$ cat src/design/mwpi_pkg.sv
// Shared widths, constants and saturation helpers for the mecanum PI speed controller.
package mwpi_pkg;

    localparam int WHEEL_COUNT      = 4;
    localparam int HEADING_RATIO_Q8 = 256;
    localparam int INTEGRATOR_LIMIT = 12000;
    localparam int OUTPUT_LIMIT     = 30000;

    // error / setpoint width, signed gain operand width, product width
    localparam int E_W   = 26;
    localparam int G_W   = 17;
    localparam int P_W   = E_W + G_W;
    localparam int ACC_W = P_W + 1;
    localparam int INT_W = 24;
    localparam int CFG_IDX_W = 3;

    localparam logic signed [G_W-1:0]   HEAD_RATIO = G_W'(HEADING_RATIO_Q8);
    localparam logic signed [ACC_W-1:0] ILIM = ACC_W'(INTEGRATOR_LIMIT * 256);
    localparam logic signed [ACC_W-1:0] OLIM = ACC_W'(OUTPUT_LIMIT * 256);

    typedef logic signed [E_W-1:0]   t_err;
    typedef logic signed [G_W-1:0]   t_gain;
    typedef logic signed [P_W-1:0]   t_prod;
    typedef logic signed [ACC_W-1:0] t_acc;

    function automatic t_acc sat(input t_acc x, input t_acc lim);
        if (x > lim) begin
            return lim;
        end else if (x < -lim) begin
            return -lim;
        end
        return x;
    endfunction

endpackage

$ cat src/design/mwpi_mul.sv
// Shared signed multiplier with registered product.
module mwpi_mul (
    input  logic                 i_clk,
    input  logic                 i_en,
    input  mwpi_pkg::t_err       i_a,
    input  mwpi_pkg::t_gain      i_b,
    output mwpi_pkg::t_prod      o_p
);

    mwpi_pkg::t_prod r_p;

    always_ff @(posedge i_clk) begin
        if (i_en) begin
            r_p <= mwpi_pkg::P_W'(i_a * i_b);
        end
    end

    assign o_p = r_p;

endmodule

$ cat src/design/mecanum_wheel_pi_speed_control_core.sv
// Top level: mecanum wheel mixer and four-wheel PI speed loop on one shared multiplier.
//
// One item is one control tick: strafe, drive and turn commands, four measured
// wheel speeds and the two side-hold flags. The block scales the turn command
// by the heading ratio, mixes the four wheel setpoints and runs the PI update
// of each wheel in turn (front right, back right, front left, back left) on a
// single 26x17 signed multiplier. After acceptance the block forms the
// heading product and rounds it, then per wheel the error, the integral
// product, the integrator update, the proportional product and the sum with
// saturation, then loads the result register and goes back to idle, where
// the next item is taken; the steps run one after another and share the
// multiplier. While an item is at work o_s_tready is low. The result sits in
// an output register, so the next item is accepted while a result still
// waits; a new result is held back only if the previous one has not been
// taken. Integrators are 24-bit Q.8 and clamp to +/-12000; currents clamp to
// +/-30000 and round toward zero. A held side still updates its integrators,
// only its outputs read zero. Gains must be written through the config port
// only while the block is idle; the block itself does not enforce this.
module mecanum_wheel_pi_speed_control_core (
    input  logic                               i_clk,
    input  logic                               i_rst_n,
    // config write port
    input  logic                               i_cfg_we,
    input  logic [mwpi_pkg::CFG_IDX_W-1:0]     i_cfg_idx,
    input  logic [15:0]                        i_cfg_data,
    // input stream
    input  logic                               i_s_tvalid,
    output logic                               o_s_tready,
    // strafe, drive, turn, speed fr, speed br, speed fl, speed bl (16 b each)
    input  logic [111:0]                       i_s_tdata,
    // hold_right_side, hold_left_side
    input  logic [1:0]                         i_s_tuser,
    // result stream
    output logic                               o_m_tvalid,
    input  logic                               i_m_tready,
    // current fr, current br, current fl, current bl (16 b each)
    output logic [63:0]                        o_m_tdata
);

    typedef enum logic [3:0] {
        S_IDLE, S_HEAD, S_SETP, S_ERR, S_MULI, S_INT, S_MULP, S_SUM, S_DONE
    } t_state;

    t_state r_state;
    logic [1:0] r_wheel;

    // gains
    logic [15:0] r_kp [mwpi_pkg::WHEEL_COUNT];
    logic [15:0] r_ki [mwpi_pkg::WHEEL_COUNT];
    // integrators, Q.8
    logic signed [mwpi_pkg::INT_W-1:0] r_integ [mwpi_pkg::WHEEL_COUNT];

    // latched item
    logic signed [15:0] r_strafe, r_drive, r_turn;
    logic signed [15:0] r_speed [mwpi_pkg::WHEEL_COUNT];
    logic               r_hold_r, r_hold_l;

    mwpi_pkg::t_err                    r_h;
    mwpi_pkg::t_err                    r_err;
    logic signed [mwpi_pkg::INT_W-1:0] r_acc;
    logic [15:0]                       r_cur [mwpi_pkg::WHEEL_COUNT];
    logic                              r_out_valid;
    logic [63:0]                       r_odata;

    logic s_acc;
    logic w_load;
    assign o_s_tready = (r_state == S_IDLE);
    assign s_acc      = i_s_tvalid && o_s_tready;
    assign o_m_tvalid = r_out_valid;
    assign o_m_tdata  = r_odata;
    // result register loads once the previous result is gone or leaving
    assign w_load     = (r_state == S_DONE) && (!r_out_valid || i_m_tready);

    // shared multiplier operand select
    logic             mul_en;
    mwpi_pkg::t_err   mul_a;
    mwpi_pkg::t_gain  mul_b;
    mwpi_pkg::t_prod  mul_p;

    always_comb begin
        mul_en = 1'b0;
        mul_a  = r_err;
        mul_b  = signed'({1'b0, r_ki[r_wheel]});
        unique case (r_state)
            S_HEAD: begin
                mul_en = 1'b1;
                mul_a  = mwpi_pkg::E_W'(r_turn);
                mul_b  = mwpi_pkg::HEAD_RATIO;
            end
            S_MULI: begin
                mul_en = 1'b1;
            end
            S_MULP: begin
                mul_en = 1'b1;
                mul_b  = signed'({1'b0, r_kp[r_wheel]});
            end
            default: begin
                mul_en = 1'b0;
            end
        endcase
    end

    mwpi_mul u_mul (
        .i_clk (i_clk),
        .i_en  (mul_en),
        .i_a   (mul_a),
        .i_b   (mul_b),
        .o_p   (mul_p)
    );

    // heading term: floor((t*ratio + 128) / 256)
    mwpi_pkg::t_prod w_hround;
    mwpi_pkg::t_prod w_hshift;
    assign w_hround = mul_p + mwpi_pkg::P_W'(128);
    assign w_hshift = w_hround >>> 8;

    // setpoint and error of the current wheel
    mwpi_pkg::t_err w_s, w_d, w_sp, w_e;
    assign w_s  = mwpi_pkg::E_W'(r_strafe);
    assign w_d  = mwpi_pkg::E_W'(r_drive);
    always_comb begin
        unique case (r_wheel)
            2'd0:    w_sp = -w_s - w_d - r_h;
            2'd1:    w_sp = -w_s + w_d - r_h;
            2'd2:    w_sp =  w_s + w_d - r_h;
            default: w_sp =  w_s - w_d - r_h;
        endcase
    end
    assign w_e = w_sp - mwpi_pkg::E_W'(r_speed[r_wheel]);

    // integrator update
    mwpi_pkg::t_acc w_int_raw, w_int_sat;
    assign w_int_raw = mwpi_pkg::ACC_W'(r_integ[r_wheel]) + mwpi_pkg::ACC_W'(mul_p);
    assign w_int_sat = mwpi_pkg::sat(w_int_raw, mwpi_pkg::ILIM);

    // output sum, saturate, truncate toward zero
    mwpi_pkg::t_acc w_sum_raw, w_sum_sat, w_sum_bias, w_sum_shift;
    logic           w_held;
    assign w_sum_raw   = mwpi_pkg::ACC_W'(mul_p) + mwpi_pkg::ACC_W'(r_acc);
    assign w_sum_sat   = mwpi_pkg::sat(w_sum_raw, mwpi_pkg::OLIM);
    assign w_sum_bias  = w_sum_sat[mwpi_pkg::ACC_W-1] ?
                         (w_sum_sat + mwpi_pkg::ACC_W'(255)) : w_sum_sat;
    assign w_sum_shift = w_sum_bias >>> 8;
    assign w_held      = r_wheel[1] ? r_hold_l : r_hold_r;

    // config writes
    always_ff @(posedge i_clk) begin
        if (!i_rst_n) begin
            for (int i = 0; i < mwpi_pkg::WHEEL_COUNT; i++) begin
                r_kp[i] <= '0;
                r_ki[i] <= '0;
            end
        end else if (i_cfg_we) begin
            if (i_cfg_idx[2]) begin
                r_ki[i_cfg_idx[1:0]] <= i_cfg_data;
            end else begin
                r_kp[i_cfg_idx[1:0]] <= i_cfg_data;
            end
        end
    end

    // sequencer
    always_ff @(posedge i_clk) begin
        if (!i_rst_n) begin
            r_state     <= S_IDLE;
            r_wheel     <= '0;
            r_out_valid <= 1'b0;
            for (int i = 0; i < mwpi_pkg::WHEEL_COUNT; i++) begin
                r_integ[i] <= '0;
            end
        end else begin
            if (w_load) begin
                r_out_valid <= 1'b1;
            end else if (r_out_valid && i_m_tready) begin
                r_out_valid <= 1'b0;
            end
            unique case (r_state)
                S_IDLE: begin
                    if (s_acc) begin
                        r_strafe   <= i_s_tdata[15:0];
                        r_drive    <= i_s_tdata[31:16];
                        r_turn     <= i_s_tdata[47:32];
                        r_speed[0] <= i_s_tdata[63:48];
                        r_speed[1] <= i_s_tdata[79:64];
                        r_speed[2] <= i_s_tdata[95:80];
                        r_speed[3] <= i_s_tdata[111:96];
                        r_hold_r   <= i_s_tuser[0];
                        r_hold_l   <= i_s_tuser[1];
                        r_wheel    <= '0;
                        r_state    <= S_HEAD;
                    end
                end
                S_HEAD: begin
                    r_state <= S_SETP;
                end
                S_SETP: begin
                    r_h     <= w_hshift[mwpi_pkg::E_W-1:0];
                    r_state <= S_ERR;
                end
                S_ERR: begin
                    r_err   <= w_e;
                    r_state <= S_MULI;
                end
                S_MULI: begin
                    r_state <= S_INT;
                end
                S_INT: begin
                    r_integ[r_wheel] <= w_int_sat[mwpi_pkg::INT_W-1:0];
                    r_acc            <= w_int_sat[mwpi_pkg::INT_W-1:0];
                    r_state          <= S_MULP;
                end
                S_MULP: begin
                    r_state <= S_SUM;
                end
                S_SUM: begin
                    r_cur[r_wheel] <= w_held ? 16'd0 : w_sum_shift[15:0];
                    if (r_wheel == 2'd3) begin
                        r_state <= S_DONE;
                    end else begin
                        r_wheel <= r_wheel + 2'd1;
                        r_state <= S_ERR;
                    end
                end
                S_DONE: begin
                    // hold the result back until the previous one is taken
                    if (w_load) begin
                        r_odata <= {r_cur[3], r_cur[2], r_cur[1], r_cur[0]};
                        r_state <= S_IDLE;
                    end
                end
                default: begin
                    r_state <= S_IDLE;
                end
            endcase
        end
    end

    // accepted item starts the heading product next cycle
    a_start: assert property (@(posedge i_clk) disable iff (!i_rst_n)
        s_acc |=> (r_state == S_HEAD))
        else $error("sequencer did not start after accept");

    // the stored integrator never leaves its clamp range
    a_int_range: assert property (@(posedge i_clk) disable iff (!i_rst_n)
        (r_integ[r_wheel] <= mwpi_pkg::INT_W'(mwpi_pkg::INTEGRATOR_LIMIT * 256)) &&
        (r_integ[r_wheel] >= -mwpi_pkg::INT_W'(mwpi_pkg::INTEGRATOR_LIMIT * 256)))
        else $error("integrator out of range");

    // a finished wheel current is inside the output clamp
    a_cur_range: assert property (@(posedge i_clk) disable iff (!i_rst_n)
        (r_state == S_SUM) |=>
        ($signed(r_cur[$past(r_wheel)]) <= 16'sd30000) &&
        ($signed(r_cur[$past(r_wheel)]) >= -16'sd30000))
        else $error("wheel current out of range");

    // an unaccepted result is never overwritten
    a_no_overwrite: assert property (@(posedge i_clk) disable iff (!i_rst_n)
        (r_out_valid && !i_m_tready) |=> $stable(r_odata))
        else $error("pending result overwritten");

endmodule
$ cat config.mk
export PLATFORM = sky130hd
export DESIGN_NAME = mecanum_wheel_pi_speed_control_core
export DESIGN_NICKNAME = d
export VERILOG_FILES = /design/src/design/mwpi_pkg.sv /design/src/design/mwpi_mul.sv /design/src/design/mecanum_wheel_pi_speed_control_core.sv
export SDC_FILE = /design/constraint.sdc
export NUM_CORES = 2
export LEC_CHECK = 0
export BUFFER_PORTS_ARGS = -buffer_cell sky130_fd_sc_hd__buf_2
export CAP_MARGIN = 25
export CORE_MARGIN = 5
export CORE_UTILIZATION = 44
export DETAILED_ROUTE_END_ITERATION = 10
export GPL_ROUTABILITY_DRIVEN = 1
export PLACE_DENSITY = 0.61
export RECOVER_POWER = 50
export SYNTH_ARGS = -nofsm -noshare
export SYNTH_HDL_FRONTEND = slang
export SYNTH_SLANG_ARGS = --single-unit
$ cat constraint.sdc
create_clock -name i_clk -period 11.5 [get_ports i_clk]
set_input_delay 1.15 -clock i_clk [delete_from_list [all_inputs] [get_ports i_clk]]
set_output_delay 1.15 -clock i_clk [all_outputs]
set_load 0.005 [all_outputs]
==> flow_results.org <==
** Run status
- The run finished, with violations left.
- The checks that failed: max-capacitance violations, max-slew violations.

** Route
- Detailed Route WL :: 154 mm
- Routed vias :: 39000
- Wire per inst :: 22.0 µm
- DRC violation count after routing :: 0
- The first routing iteration left 3217 violations.
- In this run the remaining antenna-violating nets after routing total 0.
- Before antenna repair, the detailed router went through 6 iterations.
- Vias per cell :: 5.58

** Worst setup path
- STA puts the critical path data required time at 11.92 ns.
- STA classifies the critical path endpoint as a register.
- The worst register-to-register path begins at r_state[3].
- Among the stages of the critical path, the cell type that occurs most often is fa_1.
- Along the worst path, the maximum fanout reaches 22.
- The critical path is of the reg2reg type.
- For this run, the slowest stage of the critical path takes 0.84 ns.
- Cell with the largest stage delay on the worst path :: a22o_1
- In this run the worst setup path begins at r_state[3].
- Critical Path Source Type :: register
- STA puts the critical path data arrival time at 9.48 ns.

** Global route
- Grt total ovfl :: 0
- Pin count of the biggest net entering global routing :: 66
- Global routing usage summed across all routing layers :: 24.1%
- First-pass GRT wire length :: 236 mm
- The via count of the first global-routing pass was 39400.
- Initial antenna violation count :: 13

** Floorplan
- Starting density of the core :: 44.3%
- In this run the core area contains 127 standard-cell rows.
- Overall die area :: 128000 µm²
- CORE AREA :: 120000 µm²
- Pin placement for this block handled 204 I/O pins.
- In this run the vertical extent of the chip is 358 µm.
- Die W :: 358 µm

** Timing
- Setup repair after global routing missed its margin :: false
- Final Max Tran Viols :: 191
- Subtracting the final worst setup slack from the clock period gives 9.06 ns.
- Setup violations remaining at the end of the flow were counted as 0.
- The count of final hold-check violations is 0.
- Max Clock Freq :: 0.110 GHz
- Of the available clock period, the critical path in the final layout requires 78.8%.
- The worst pin sits at a relative slew slack of -145%.
- At the pin with the least slew margin, the transition time is 3.67 ns.
- Sum Neg Setup Slack :: 0 ns
- Worst clock skew on the final layout :: 0.0481 ns

** Hold path
- Worst min-delay path class :: reg2reg
- Hold path startpoint :: r_cur[2][0]

** Synth
- Number of distinct standard cells referenced by the synthesized netlist :: 100
- Yosys warnings :: 0
- The most used flip-flop cell after synthesis is edfxtp_1.
- The synthesized netlist occupies a cell area of 53300 µm².
- FFs w/ async S/R, synth :: 0%
- Counting every instance in the synthesized netlist gives 5162.
- The synthesized design contains 585 enable-type register cells.
- The number of nets in the synthesized netlist is 6133.
- The synthesized design contains 594 register bits.
- Mean instance size in the synthesized netlist :: 10.3 µm²
- The share of the Yosys chip area taken by registers is 33.3%.

** Clock tree
- Gates resized during post-CTS repair numbered 0.
- For the worst-skew pair, the clock arrives at the later sink with an insertion delay of 0.69 ns.
- Clock slew seen by the registers of the worst setup and hold paths :: 0.06 ns
- TritonCTS built the clock tree.
- Hold buffer count at cts :: 0
- The H-tree generated during clock tree synthesis spans 3 levels.
- Inserted Clock Buffers :: 70
- The root buffer cell chosen for the clock tree is clkbuf_16.
- Buffers added to address setup during post-CTS repair amount to 0.
- Clock Sinks :: 594
- The clock passes through at most 3 buffers.

** Placement
- Routability-driven placement finished with a final weighted congestion of 0.959.
- During placement, the flow inserted port buffers numbering 203.
- After detailed placement, the design holds a cell count of 6867.
- Once detailed placement completed, the half-perimeter wirelength came to 121 mm.

** Run
- Count of maximum capacitance violations :: 5

** Finish
- Fraction of final layout cells with drive strength greater than 1 :: 8.81%
- Number of standard cells in the layout, taps in and fillers out :: 6997
- Post-layout nets :: 6302
- Most frequent cells in the layout :: inv_1, edfxtp_1, fa_1, nand2_1, nor2_1
- Commonest non-fill, non-tap cell in the layout :: inv_1
- Relative to the synthesized area, the layout overhead comes to 9.71%.
-- Yosys cell counts (86+ instances only) --
| library cell | instances | share of area, % |
|---|---|---|
| a211oi_1 | 86 | 1.2 |
| a21o_1 | 107 | 1.5 |
| a21oi_1 | 282 | 2.6 |
| and2_1 | 182 | 2.1 |
| clkbuf_1 | 148 | 1.0 |
| edfxtp_1 | 585 | 33 |
| fa_1 | 507 | 19 |
| ha_1 | 326 | 7.7 |
| inv_1 | 769 | 5.4 |
| nand2_1 | 506 | 3.6 |
| nor2_1 | 343 | 2.4 |
| o21ai_0 | 124 | 1.2 |
| xnor2_1 | 160 | 2.6 |
-- flip-flops by register name, indices dropped and copies added, names as in the netlist, named ones only --
name,cells
r_state,4
r_hold_r,1
o_m_tdata,64
r_kp,64
o_m_tvalid,1
r_strafe,16
r_hold_l,1
r_ki,64
r_wheel,2
r_speed,64
r_cur,64
r_h,26
r_err,26
u_mul.o_p,43
r_turn,16
r_drive,16
r_acc,24
r_integ,96
-- worst max-delay path, delay by kind of cell (launching register included) --
kind	cells	cell delay, ns
AOI/OAI and AO/OA	10	2.60
buffers and inverters	8	1.20
DFF	1	0.54
and+or+nand+nor	8	1.44
adders and majority gates	7	3.01
-- per-layer routing --
metal | vias up | GRT usage, % | share of wire [%]
li1 | 18100 | - | -
met1 | 19400 | 32.3 | 43
met2 | 1289 | 40.0 | 47
met3 | 279 | 2.94 | 5.5
met4 | 0 | 9.88 | 5.0
met5 | - | 0 | 0
-- cells by family after synthesis --
kind of cell,synth area share [%]
buf+inv,6.76
compound gates,12.4
xor+xnor,3.86
mux,3.53
flops,33.3
simple gates,13.4
fa+ha+maj,26.7
-- per-stage QoR --
step                cell area, µm²  setup WS, ns  utilization [%]  hold WS [ns]
finish                       58400          2.44             48.6         0.394
global route                 58400          1.77             48.6         0.403
CTS                          58500          2.37             48.7         0.386
detailed placement           56200          2.43             46.8         0.405
global placement             56100          2.53             46.7         0.401
floorplan                    53300          3.02                -         0.400
-- final timing paths --
| check | endpoint | slack, ns | cells after the start |
|---|---|---|---|
| max reg2reg | u_mul.o_p[40] | 2.44 | 33 |
| min | o_m_tdata[32] | 0.39 | 0 |
| min reg2reg | o_m_tdata[32] | 0.39 | 0 |
| max | u_mul.o_p[40] | 2.44 | 33 |
-- layout make-up --
class / count / area (µm²)
Clock inverter: 46 / 528
Sequential cell: 594 / 17800
Antenna cell: 2 / 5.00
Tap cell: 1612 / 2020
Inverter: 772 / 2900
Multi-Input combinational cell: 3622 / 32000
Timing Repair Buffer: 271 / 1480
Clock buffer: 78 / 1780
Fill cell: 11200 / 61700
Power is left out: the tool's default activity adds up to more than one toggle a clock period on the data nets, which glitch-free logic cannot reach.
